File: src/rtl/shabs_pkg.sv
package shabs_pkg;

  localparam int unsigned WordW  = 32;
  localparam int unsigned BlockW = 512;
  localparam int unsigned CntW   = 6;
  localparam int unsigned LenW   = 64;
  localparam int unsigned DigW   = 256;

  localparam logic [7:0]      PAD_MARK_BYTE = 8'h80;
  localparam logic [7:0]      PAD_ZERO_BYTE = 8'h00;
  localparam logic [CntW-1:0] CNT_LAST      = 6'd63;
  localparam logic [CntW-1:0] CNT_LEN_START = 6'd56;
  localparam logic [CntW-1:0] ROUND_LAST    = 6'd63;
  localparam logic [LenW-1:0] BLOCK_BITS    = 64'd512;

  localparam logic [WordW-1:0] INIT_H [8] = '{
    32'h6a09e667, 32'hbb67ae85, 32'h3c6ef372, 32'ha54ff53a,
    32'h510e527f, 32'h9b05688c, 32'h1f83d9ab, 32'h5be0cd19
  };

  localparam logic [WordW-1:0] ROUND_K [64] = '{
    32'h428a2f98, 32'h71374491, 32'hb5c0fbcf, 32'he9b5dba5,
    32'h3956c25b, 32'h59f111f1, 32'h923f82a4, 32'hab1c5ed5,
    32'hd807aa98, 32'h12835b01, 32'h243185be, 32'h550c7dc3,
    32'h72be5d74, 32'h80deb1fe, 32'h9bdc06a7, 32'hc19bf174,
    32'he49b69c1, 32'hefbe4786, 32'h0fc19dc6, 32'h240ca1cc,
    32'h2de92c6f, 32'h4a7484aa, 32'h5cb0a9dc, 32'h76f988da,
    32'h983e5152, 32'ha831c66d, 32'hb00327c8, 32'hbf597fc7,
    32'hc6e00bf3, 32'hd5a79147, 32'h06ca6351, 32'h14292967,
    32'h27b70a85, 32'h2e1b2138, 32'h4d2c6dfc, 32'h53380d13,
    32'h650a7354, 32'h766a0abb, 32'h81c2c92e, 32'h92722c85,
    32'ha2bfe8a1, 32'ha81a664b, 32'hc24b8b70, 32'hc76c51a3,
    32'hd192e819, 32'hd6990624, 32'hf40e3585, 32'h106aa070,
    32'h19a4c116, 32'h1e376c08, 32'h2748774c, 32'h34b0bcb5,
    32'h391c0cb3, 32'h4ed8aa4a, 32'h5b9cca4f, 32'h682e6ff3,
    32'h748f82ee, 32'h78a5636f, 32'h84c87814, 32'h8cc70208,
    32'h90befffa, 32'ha4506ceb, 32'hbef9a3f7, 32'hc67178f2
  };

  typedef enum logic [2:0] {
    ST_IDLE,
    ST_PAD_MARK,
    ST_PAD_ZERO,
    ST_LEN,
    ST_ROUND,
    ST_ADD,
    ST_EMIT
  } state_e;

  // where to go once a compression finishes
  typedef enum logic [1:0] {
    RET_DATA,
    RET_PAD,
    RET_FINAL
  } ret_e;

  typedef enum logic [1:0] {
    SEL_DATA,
    SEL_MARK,
    SEL_ZERO,
    SEL_LEN
  } byte_sel_e;

  typedef struct packed {
    logic      shift_en;
    byte_sel_e sel;
    logic      latch_len;
    logic      load_vars;
    logic      round_en;
    logic      add_chain;
    logic      emit;
  } cmd_t;

  typedef struct packed {
    logic cnt_last;
    logic cnt_len_start;
    logic round_last;
    logic out_busy;
  } sts_t;

endpackage

File: src/rtl/shabs_ctrl.sv
module shabs_ctrl
  import shabs_pkg::*;
(
  input  logic clk_i,
  input  logic rst_ni,
  input  logic in_valid_i,
  input  logic in_finish_i,
  output logic in_ready_o,
  input  sts_t sts_i,
  output cmd_t cmd_o
);

  state_e state_q, state_d;
  ret_e   ret_q, ret_d;

  always_ff @(posedge clk_i or negedge rst_ni) begin
    if (!rst_ni) begin
      state_q <= ST_IDLE;
      ret_q   <= RET_DATA;
    end else begin
      state_q <= state_d;
      ret_q   <= ret_d;
    end
  end

  always_comb begin
    state_d = state_q;
    ret_d   = ret_q;
    unique case (state_q)
      ST_IDLE: begin
        if (in_valid_i) begin
          if (in_finish_i) begin
            state_d = ST_PAD_MARK;
          end else if (sts_i.cnt_last) begin
            state_d = ST_ROUND;
            ret_d   = RET_DATA;
          end
        end
      end
      ST_PAD_MARK: begin
        if (sts_i.cnt_last) begin
          state_d = ST_ROUND;
          ret_d   = RET_PAD;
        end else begin
          state_d = ST_PAD_ZERO;
        end
      end
      ST_PAD_ZERO: begin
        if (sts_i.cnt_len_start) begin
          state_d = ST_LEN;
        end else if (sts_i.cnt_last) begin
          state_d = ST_ROUND;
          ret_d   = RET_PAD;
        end
      end
      ST_LEN: begin
        if (sts_i.cnt_last) begin
          state_d = ST_ROUND;
          ret_d   = RET_FINAL;
        end
      end
      ST_ROUND: begin
        if (sts_i.round_last) state_d = ST_ADD;
      end
      ST_ADD: begin
        unique case (ret_q)
          RET_DATA:  state_d = ST_IDLE;
          RET_PAD:   state_d = ST_PAD_ZERO;
          RET_FINAL: state_d = ST_EMIT;
          default:   state_d = ST_IDLE;
        endcase
      end
      ST_EMIT: begin
        if (!sts_i.out_busy) state_d = ST_IDLE;
      end
      default: state_d = ST_IDLE;
    endcase
  end

  always_comb begin
    cmd_o      = '0;
    cmd_o.sel  = SEL_DATA;
    in_ready_o = 1'b0;
    unique case (state_q)
      ST_IDLE: begin
        in_ready_o = 1'b1;
        if (in_valid_i) begin
          if (in_finish_i) begin
            cmd_o.latch_len = 1'b1;
          end else begin
            cmd_o.shift_en  = 1'b1;
            cmd_o.load_vars = sts_i.cnt_last;
          end
        end
      end
      ST_PAD_MARK: begin
        cmd_o.shift_en  = 1'b1;
        cmd_o.sel       = SEL_MARK;
        cmd_o.load_vars = sts_i.cnt_last;
      end
      ST_PAD_ZERO: begin
        if (!sts_i.cnt_len_start) begin
          cmd_o.shift_en  = 1'b1;
          cmd_o.sel       = SEL_ZERO;
          cmd_o.load_vars = sts_i.cnt_last;
        end
      end
      ST_LEN: begin
        cmd_o.shift_en  = 1'b1;
        cmd_o.sel       = SEL_LEN;
        cmd_o.load_vars = sts_i.cnt_last;
      end
      ST_ROUND: cmd_o.round_en  = 1'b1;
      ST_ADD:   cmd_o.add_chain = 1'b1;
      ST_EMIT:  cmd_o.emit      = !sts_i.out_busy;
      default: ;
    endcase
  end

endmodule

File: src/rtl/shabs_datapath.sv
module shabs_datapath
  import shabs_pkg::*;
(
  input  logic        clk_i,
  input  logic        rst_ni,
  input  cmd_t        cmd_i,
  output sts_t        sts_o,
  input  logic [7:0]  data_byte_i,
  output logic        out_valid_o,
  input  logic        out_ready_i,
  output logic [31:0] digest_word_o,
  output logic [2:0]  word_index_o,
  output logic        last_word_o
);

  function automatic logic [WordW-1:0] rotr(input logic [WordW-1:0] x, input int unsigned n);
    rotr = (x >> n) | (x << (WordW - n));
  endfunction

  logic [BlockW-1:0] buf_q;
  logic [CntW-1:0]   cnt_q;
  logic [CntW-1:0]   rnd_q;
  logic [LenW-1:0]   bits_q;
  logic [LenW-1:0]   len_q;
  logic [WordW-1:0]  h_q [8];
  logic [WordW-1:0]  v_q [8];
  logic [DigW-1:0]   dig_q;
  logic              out_valid_q;
  logic [2:0]        out_idx_q;

  logic [7:0]       byte_in;
  logic [WordW-1:0] w_cur, w1, w9, w14, s0, s1, w_new;
  logic [WordW-1:0] big0, big1, ch, maj, t1, t2;

  always_comb begin
    unique case (cmd_i.sel)
      SEL_DATA: byte_in = data_byte_i;
      SEL_MARK: byte_in = PAD_MARK_BYTE;
      SEL_ZERO: byte_in = PAD_ZERO_BYTE;
      SEL_LEN:  byte_in = len_q[LenW-1 -: 8];
      default:  byte_in = PAD_ZERO_BYTE;
    endcase
  end

  // message schedule: the block buffer doubles as the 16-word window
  assign w_cur = buf_q[BlockW-1         -: WordW];
  assign w1    = buf_q[BlockW-1-WordW   -: WordW];
  assign w9    = buf_q[BlockW-1-9*WordW -: WordW];
  assign w14   = buf_q[BlockW-1-14*WordW -: WordW];
  assign s0    = rotr(w1, 7) ^ rotr(w1, 18) ^ (w1 >> 3);
  assign s1    = rotr(w14, 17) ^ rotr(w14, 19) ^ (w14 >> 10);
  assign w_new = s1 + w9 + s0 + w_cur;

  assign big1 = rotr(v_q[4], 6) ^ rotr(v_q[4], 11) ^ rotr(v_q[4], 25);
  assign ch   = (v_q[4] & v_q[5]) ^ (~v_q[4] & v_q[6]);
  assign t1   = v_q[7] + big1 + ch + ROUND_K[rnd_q] + w_cur;
  assign big0 = rotr(v_q[0], 2) ^ rotr(v_q[0], 13) ^ rotr(v_q[0], 22);
  assign maj  = (v_q[0] & v_q[1]) ^ (v_q[0] & v_q[2]) ^ (v_q[1] & v_q[2]);
  assign t2   = big0 + maj;

  always_ff @(posedge clk_i) begin
    if (cmd_i.shift_en) begin
      buf_q <= {buf_q[BlockW-9:0], byte_in};
    end else if (cmd_i.round_en) begin
      buf_q <= {buf_q[BlockW-WordW-1:0], w_new};
    end
    if (cmd_i.latch_len) begin
      len_q <= bits_q + {{(LenW-CntW-3){1'b0}}, cnt_q, 3'b000};
    end else if (cmd_i.shift_en && cmd_i.sel == SEL_LEN) begin
      len_q <= {len_q[LenW-9:0], 8'h00};
    end
    if (cmd_i.load_vars) begin
      v_q <= h_q;
    end else if (cmd_i.round_en) begin
      v_q[7] <= v_q[6];
      v_q[6] <= v_q[5];
      v_q[5] <= v_q[4];
      v_q[4] <= v_q[3] + t1;
      v_q[3] <= v_q[2];
      v_q[2] <= v_q[1];
      v_q[1] <= v_q[0];
      v_q[0] <= t1 + t2;
    end
    if (cmd_i.emit) begin
      dig_q <= {h_q[0], h_q[1], h_q[2], h_q[3], h_q[4], h_q[5], h_q[6], h_q[7]};
    end else if (out_valid_q && out_ready_i) begin
      dig_q <= {dig_q[DigW-WordW-1:0], {WordW{1'b0}}};
    end
  end

  always_ff @(posedge clk_i or negedge rst_ni) begin
    if (!rst_ni) begin
      cnt_q       <= '0;
      rnd_q       <= '0;
      bits_q      <= '0;
      h_q         <= INIT_H;
      out_valid_q <= 1'b0;
      out_idx_q   <= '0;
    end else begin
      if (cmd_i.shift_en) cnt_q <= cnt_q + 6'd1;
      if (cmd_i.round_en) rnd_q <= rnd_q + 6'd1;
      if (cmd_i.emit) begin
        h_q    <= INIT_H;
        bits_q <= '0;
      end else if (cmd_i.add_chain) begin
        for (int i = 0; i < 8; i++) h_q[i] <= h_q[i] + v_q[i];
        bits_q <= bits_q + BLOCK_BITS;
      end
      if (cmd_i.emit) begin
        out_valid_q <= 1'b1;
        out_idx_q   <= '0;
      end else if (out_valid_q && out_ready_i) begin
        out_idx_q <= out_idx_q + 3'd1;
        if (out_idx_q == 3'd7) out_valid_q <= 1'b0;
      end
    end
  end

  assign sts_o.cnt_last      = (cnt_q == CNT_LAST);
  assign sts_o.cnt_len_start = (cnt_q == CNT_LEN_START);
  assign sts_o.round_last    = (rnd_q == ROUND_LAST);
  assign sts_o.out_busy      = out_valid_q;

  assign out_valid_o   = out_valid_q;
  assign digest_word_o = dig_q[DigW-1 -: WordW];
  assign word_index_o  = out_idx_q;
  assign last_word_o   = (out_idx_q == 3'd7);

endmodule

File: src/rtl/sha256_byte_stream_hasher.sv
// SHA-256 over a byte stream.
// Slave channel: one item per message byte (s_tuser = 0, byte in s_tdata),
// or a finish item (s_tuser = 1, s_tdata ignored) that pads the message,
// runs the closing compressions and queues the 256-bit digest.
// Master channel: eight items per digest, word 0 first; m_tlast marks word 7.
// Input flow: data bytes are taken while idle; every 64th byte completes a
// block, and s_tready is low while its 64 rounds and the chaining add run.
// A finish shifts in the 0x80 mark, zero bytes and the 64-bit bit length,
// compressing each full block, then loads the digest into the output
// register; padding needs one extra block when p, the pending byte count,
// is 56 or more. With its own output register the digest drains while new
// message bytes are taken. A receiver stall holds that register; a further
// finish is taken, but its digest waits until the previous one has left.
// Reset: chaining words return to the initial hash values, byte and bit counts
// clear, the output register empties. Each digest restores all but the last.
module sha256_byte_stream_hasher
  import shabs_pkg::*;
(
  input  logic        clk_i,
  input  logic        rst_ni,
  input  logic        s_tvalid,
  output logic        s_tready,
  input  logic [7:0]  s_tdata,   // [7:0] data_byte
  input  logic        s_tuser,   // [0] command
  output logic        m_tvalid,
  input  logic        m_tready,
  output logic [39:0] m_tdata,   // [31:0] digest_word, [34:32] word_index, [39:35] zero
  output logic        m_tlast
);

  cmd_t        cmd;
  sts_t        sts;
  logic [31:0] digest_word;
  logic [2:0]  word_index;

  shabs_ctrl u_ctrl (
    .clk_i       (clk_i),
    .rst_ni      (rst_ni),
    .in_valid_i  (s_tvalid),
    .in_finish_i (s_tuser),
    .in_ready_o  (s_tready),
    .sts_i       (sts),
    .cmd_o       (cmd)
  );

  shabs_datapath u_dp (
    .clk_i         (clk_i),
    .rst_ni        (rst_ni),
    .cmd_i         (cmd),
    .sts_o         (sts),
    .data_byte_i   (s_tdata),
    .out_valid_o   (m_tvalid),
    .out_ready_i   (m_tready),
    .digest_word_o (digest_word),
    .word_index_o  (word_index),
    .last_word_o   (m_tlast)
  );

  assign m_tdata = {5'b00000, word_index, digest_word};

endmodule

File: config.mk
export PLATFORM = sky130hd
export DESIGN_NAME = sha256_byte_stream_hasher
export DESIGN_NICKNAME = d
export VERILOG_FILES = /design/src/rtl/shabs_pkg.sv /design/src/rtl/shabs_ctrl.sv /design/src/rtl/shabs_datapath.sv /design/src/rtl/sha256_byte_stream_hasher.sv
export SDC_FILE = /design/constraint.sdc
export NUM_CORES = 2
export LEC_CHECK = 0
export BUFFER_PORTS_ARGS = -buffer_cell sky130_fd_sc_hd__buf_2
export CAP_MARGIN = 20
export CORE_UTILIZATION = 38
export DETAILED_ROUTE_END_ITERATION = 12
export PLACE_DENSITY = 0.59
export SLEW_MARGIN = 20
export SYNTH_ARGS = -nofsm -noshare
export SYNTH_HDL_FRONTEND = slang
export SYNTH_HIERARCHICAL = 1
export SYNTH_SLANG_ARGS = --single-unit
File: constraint.sdc
create_clock -name clk_i -period 10.8 [get_ports clk_i]
set_clock_uncertainty 0.15 [all_clocks]
set_input_delay 0.54 -clock clk_i [delete_from_list [all_inputs] [get_ports clk_i]]
set_output_delay 0.54 -clock clk_i [all_outputs]
set_load 0.02 [all_outputs]
* After elaboration in Yosys (flattened, before gate mapping)
Memories as Yosys holds them, arrays and structs flattened.
Index checks and enable logic that the tools add are counted.
** Cells by class
- Add/sub/neg operators :: 23
- Multiply operators :: 0
- Div/mod/pow operators :: 0
- Magnitude comparators :: 1
- Equality and inequality tests :: 22
- Shift-type cells :: 0
- Muxes and demuxes :: 51
- Bitwise gates (word level) :: 28
- Reductions and logical operators :: 16
** Operators by type and width (count)
- 256-bit 2-to-1 mux :: 6
- 512-bit 2-to-1 mux :: 2
- 32-bit adder :: 18
- 32-bit XOR :: 9
- 64-bit 2-to-1 mux :: 4
- 32-bit bitwise AND :: 5
- 64-bit by 10-bit adder with 64-bit output (second input constant) :: 1
- 64-bit by 9-bit adder with 64-bit output :: 1
- 32-bit 2-to-1 mux :: 2
- 32-bit NOT :: 1
- 10-bit by 32-bit bitwise OR with 32-bit output :: 1
- 13-bit by 32-bit bitwise OR with 32-bit output :: 1
- 14-bit by 32-bit bitwise OR with 32-bit output :: 1
- 15-bit by 32-bit bitwise OR with 32-bit output :: 1
- 19-bit by 32-bit bitwise OR with 32-bit output :: 1
- 21-bit by 32-bit bitwise OR with 32-bit output :: 1
- 25-bit by 32-bit bitwise OR with 32-bit output :: 1
- 26-bit by 32-bit bitwise OR with 32-bit output :: 1
- 30-bit by 32-bit bitwise OR with 32-bit output :: 1
- 7-bit by 32-bit bitwise OR with 32-bit output :: 1
- 8-bit one-hot mux with 4 select lines :: 1
- 32-bit by 22-bit XOR with 32-bit output :: 1
- 32-bit by 29-bit XOR with 32-bit output :: 1
- 3-bit 2-to-1 mux :: 10
- 29 further kinds :: 69
** Word-level totals
- Register bits after elaboration :: 1429
- Bits in latches :: 0
- RAM bits :: 0
- Memory bits (read-only) :: 2048
- Input port bits :: 13
- Output and inout port bits :: 43
- Word-level logic and storage cells :: 168
- Memories kept :: 1
** Memory list
- (name not given) :: words 64, bits a word 32, read ports 1, clocked after memory_dff 0, wr ports 0, line shabs_datapath.sv:56 : assign t1 = v_q[7] + big1 + ch + ROUND_K[rnd_q] + w_cur;

* Depth between registers and ports, before layout
- Depth after elaboration :: 10
- Depth in mapped cells :: 36

* Cells and area by module
The synthesis kept the hierarchy.
** By module, submodules not included
- shabs_datapath :: instances 1, cells an instance 7535, area an instance 87033.5 um^2, seq. area each 40934.3 um^2
- shabs_ctrl :: instances 1, cells an instance 48, area an instance 406.6 um^2, seq. area each 125.1 um^2
- sha256_byte_stream_hasher :: instances 1, cells an instance 6, area an instance 41.3 um^2, seq. area each 0.0 um^2

* Worst setup path after synthesis
OpenSTA, ideal clock, no wires.
- Path kind :: flip-flop to flip-flop
- Start :: register u_dp.cnt_q[0]
- End :: register u_dp.buf_q[0] (enable)
- Data arrival time :: 8.073 ns
- Required time :: 9.983 ns
- Setup slack :: 1.910 ns
- Cell stages (with the launch flop) :: 11
- Path buffers :: 3
- Clock period less this slack :: 8.890 ns
- Cell sequence :: dfrtp_1 inv_1 ha_1 nor3b_1 and2b_1 nor3_1 nor2_1 clkbuf_1 clkbuf_1 buf_1 or2_2
** RTL lines
- start: declaration :: line shabs_datapath.sv:21 : logic [CntW-1:0] cnt_q;
- start signal: assignment :: line shabs_datapath.sv:100 : if (cmd_i.shift_en) cnt_q <= cnt_q + 6'd1;
- end signal: assignment :: line shabs_datapath.sv:63 : buf_q <= {buf_q[BlockW-9:0], byte_in};
- end signal: assignment :: line shabs_datapath.sv:65 : buf_q <= {buf_q[BlockW-WordW-1:0], w_new};
- end: declaration :: line shabs_datapath.sv:20 : logic [BlockW-1:0] buf_q;

* Worst setup path after layout
- Start :: register u_dp.rnd_q[0]
- End :: register u_dp/v_q[255] (netlist name) (data pin)
** On the way
- Word-level cells in the longest chain between the ends :: 9
** Ends and longest elaborated chain
- start: declaration :: line shabs_datapath.sv:22 : logic [CntW-1:0] rnd_q;
- start signal: assignment :: line shabs_datapath.sv:101 : if (cmd_i.round_en) rnd_q <= rnd_q + 6'd1;
- 6-bit NOT with 7-bit output (not written as such) :: line shabs_datapath.sv:56
- memory 64 x 32 bit
- 32-bit 2-to-1 mux (not written as such) (2 in series) :: line shabs_datapath.sv:56
- 32-bit adder (2 in series) :: line shabs_datapath.sv:56
- 32-bit adder :: line shabs_datapath.sv:82 : v_q[0] <= t1 + t2;
- 256-bit 2-to-1 mux :: line shabs_datapath.sv:74 : end else if (cmd_i.round_en) begin
- 256-bit 2-to-1 mux :: line shabs_datapath.sv:72 : if (cmd_i.load_vars) begin
- end signal: assignment :: line shabs_datapath.sv:73 : v_q <= h_q;
- end: declaration :: line shabs_datapath.sv:26 : logic [WordW-1:0] v_q [8];
No other way between the ends. The select of a mux whose other input is x is not followed.
A chain may end at the register's enable or synchronous reset.

==> key figures <==
Global routing
  – Largest net degree at the start of global routing: 200
  – Antenna violations before repair: 3
  – Total grt overflow: 0
  – First-pass GRT wire length: 365000 um
  – Vias in the first global route: 58499
  – Total GRT Usage: 20.6%

STA
  – Final period util: 88.1%
  – Final Max Tran Viols: 0
  – Max Clk Rate: 105 MHz
  – # setup viols final: 0
  – Final Hold Vio Count: 0
  – RSZ-0062 raised after global routing: false
  – Tightest Pin Transition: 1.26 ns
  – Min Tclk post-route: 9.51 ns
  – Rel. slew slack: 15.4%
  – Setup TNS: 0 ns

Worst hold path
  – Hold WC Path Type: primary input to register

Clocking
  – Clock transition at the registers of the reported paths: 0.06 ns
  – TritonCTS buffer count: 160
  – CTS tree: built
  – Max Root-Sink Buffers: 3
  – Worst-Skew Late Latency: 0.85 ns
  – H-tree depth: 4
  – Post-CTS Repair Setup Buffers: 0
  – Clk root buf: clkbuf_16
  – Resized Gates After CTS: 0
  – CTS Hold Buffers Added: 6
  – CTS sink cnt: 1417

Critical path
  – CP Class: register to register
  – CP peak stage delay: 0.75 ns
  – CP required: 11.20 ns
  – Critical Path AT: 9.92 ns
  – Worst path slowest cell: ha_1
  – Delay-heaviest family, CP: compound AO/OA/AOI/OAI gates
  – Buf/Inv on CP: 4
  – CP Launch Type: register
  – Worst Setup End Kind: register
  – Crit-path max FO: 13
  – Most common cell on crit path: ha_1

Finish
  – Synth-to-Final Area Change: 9.84%
  – Filler Cell Count: 21403
  – Core Util, Final: 42.1%
  – Nets: 8118
  – Most frequent cells in the layout: edfxtp_1 (1085), mux2_2 (953), nor2_1 (479), nand2_1 (453), inv_1 (442)
  – Reg area: 41100 sq um
  – Footprint of the multi-input gates: 43100 sq um
  – Layout cells sized above 1: 20.1%
  – Non-Filler Cell Area, Final: 96100 sq um
  – Commonest non-fill, non-tap cell in the layout: edfxtp_1

Place
  – Detail Placement HPWL: 171000 um
  – Placed Area: 90800 sq um
  – GPL Wtd Cong: 0.921
  – I/O Buffers: 50

Logic synthesis
  – Synthesized area per cell: 11.5 sq um
  – EDFF count, synth: 1085
  – Seq/Total Area, Yosys: 46.9%
  – Async S/R FF share, synth: 23.4%
  – #FFs+latches synth: 1417
  – Post-synth top area cell: edfxtp_1
  – Post-synthesis instance area: 87500 sq um
  – Ranking of synthesized cells by area: edfxtp_1 (37%), mux2_2 (12%), ha_1 (5.8%), dfrtp_1 (5.6%), fa_1 (4.5%)
  – Yosys top cell area share: 37.2%
  – Synth warnings: 6
  – Top_reg_cell synth: edfxtp_1
  – Post-synthesis cell count: 7589
  – Yosys cell types: 109

Floorplanning
  – Die X: 482 um
  – Top-level I/O count: 56
  – Initial core utilization: 38.3%
  – CORE AREA: 228000 sq um
  – Die Height: 482 um
  – Die Area: 232000 sq um
  – Rows: 175

Routing
  – DR WL/cell: 22.8 um
  – Final WL: 242000 um
  – Final ANT Viol Nets: 0
  – Detailed Routing Iterations Pass 1: 6
  – Post-route DRC: 0
  – Iteration-0 DRC Markers: 4788
  – Routed vias/inst: 5.48
  – Vias: 58391

Outcome
  – Outcome: complete, no violations

Run
  – Max Cap Viol: 0
## cell usage after synthesis (all sizes together), types with 36 or more instances
cell and number:
o21bai 45, ha 405, xor2 251, a21o 175
nand3 84, nor3 91, inv 448, nand2b 51
o21a 68, mux2 954, buf 78, a21oi 433
o21ai 432, clkbuf 323, a211o 47, nor2b 58
fa 195, edfxtp 1085, xnor2 366, nand4 37
and2 59, nor2 481, dfstp 136, mux2i 102
or3 39, nand2 455, a31oi 43, and3 36
dfrtp 196, a211oi 63
## area by class of cell
cell class / count / area share, %
clock buffers: 221 / 4.50
well taps: 3009 / 3.92
clock inverters: 77 / 0.974
diodes: 1 / 0.00260
repair buffers: 151 / 1.22
inverters: 449 / 1.76
multi-input cells: 5326 / 44.9
flip-flops and latches: 1417 / 42.7
## worst reg2reg max path: cells and delay by family (launching register included)
family / cells / cell delay [ns]
mux: 1 / 0.25
flops: 1 / 0.38
simple gates: 7 / 0.87
compound gates: 15 / 3.68
buf+inv: 4 / 0.78
xor+xnor: 2 / 0.48
fa+ha+maj: 6 / 2.67
## cells by family (layout without fill, tap and decap cells)
family | count (synthesis) | in the layout | share of synthesized area [%]
buffers and inverters | 850 | 898 | 3.83
DFF | 1417 | 1417 | 46.9
AOI/OAI and AO/OA | 1541 | 1541 | 11.1
adders and majority gates | 621 | 621 | 10.5
other | 1 | 6 | 0.00429
muxes | 1061 | 1061 | 13.6
and+or+nand+nor | 1481 | 1481 | 7.86
xor gates and xnor gates | 617 | 617 | 6.18
## flip-flops by register name (all words and copies together), names as in the netlist
| register | count |
|---|---|
| u_dp/rnd_q | 6 |
| u_dp/buf_q | 512 |
| u_dp/len_q | 61 |
| u_dp/h_q | 256 |
| u_dp/cnt_q | 6 |
| u_dp/word_index_o | 3 |
| u_dp/dig_q | 256 |
| u_dp/out_valid_o | 1 |
| u_dp/v_q | 256 |
| u_ctrl/state_q | 3 |
| u_ctrl/ret_q | 2 |
| u_dp/bits_q | 55 |
## through the flow
stage	hold slack, ns	std cells	worst slack (ns)
after global placement	0.337	10345	1.56
after CTS	0.00378	10649	1.42
after floorplan	0.0944	7593	1.91
final	0.0747	10651	1.29
after detailed placement	0.339	10345	1.52
after global routing	0.0359	10651	0.713
## per-layer routing
| metal | part of all wire (%) | vias up | GRT usage (%) | wire (um) |
|---|---|---|---|---|
| met2 | 47 | 1455 | 33.5 | 113000 |
| met5 | 0 | - | 0 | 0 |
| met4 | 3.3 | 0 | 6.87 | 7990 |
| met1 | 46 | 29316 | 28.3 | 111000 |
| met3 | 4.4 | 360 | 2.67 | 10600 |
| li1 | - | 27260 | - | - |
## final timing paths
check                              start               to  slack (ns)  cells after the start
min reg2reg                u_dp/cnt_q[5]    u_dp/cnt_q[5]        0.35                      1
max in group asynchronous         rst_ni  u_ctrl/ret_q[1]        8.13                      4
max                        u_dp/rnd_q[0]    u_dp/v_q[255]        1.29                     35
min in group asynchronous         rst_ni    u_dp/h_q[227]        0.17                      2
max reg2reg                u_dp/rnd_q[0]    u_dp/v_q[255]        1.29                     35
min                           s_tdata[0]    u_dp/buf_q[0]        0.07                      3
Power is not shown: default switching activity piles up to over one toggle a cycle in this logic, so the estimate is an artifact.
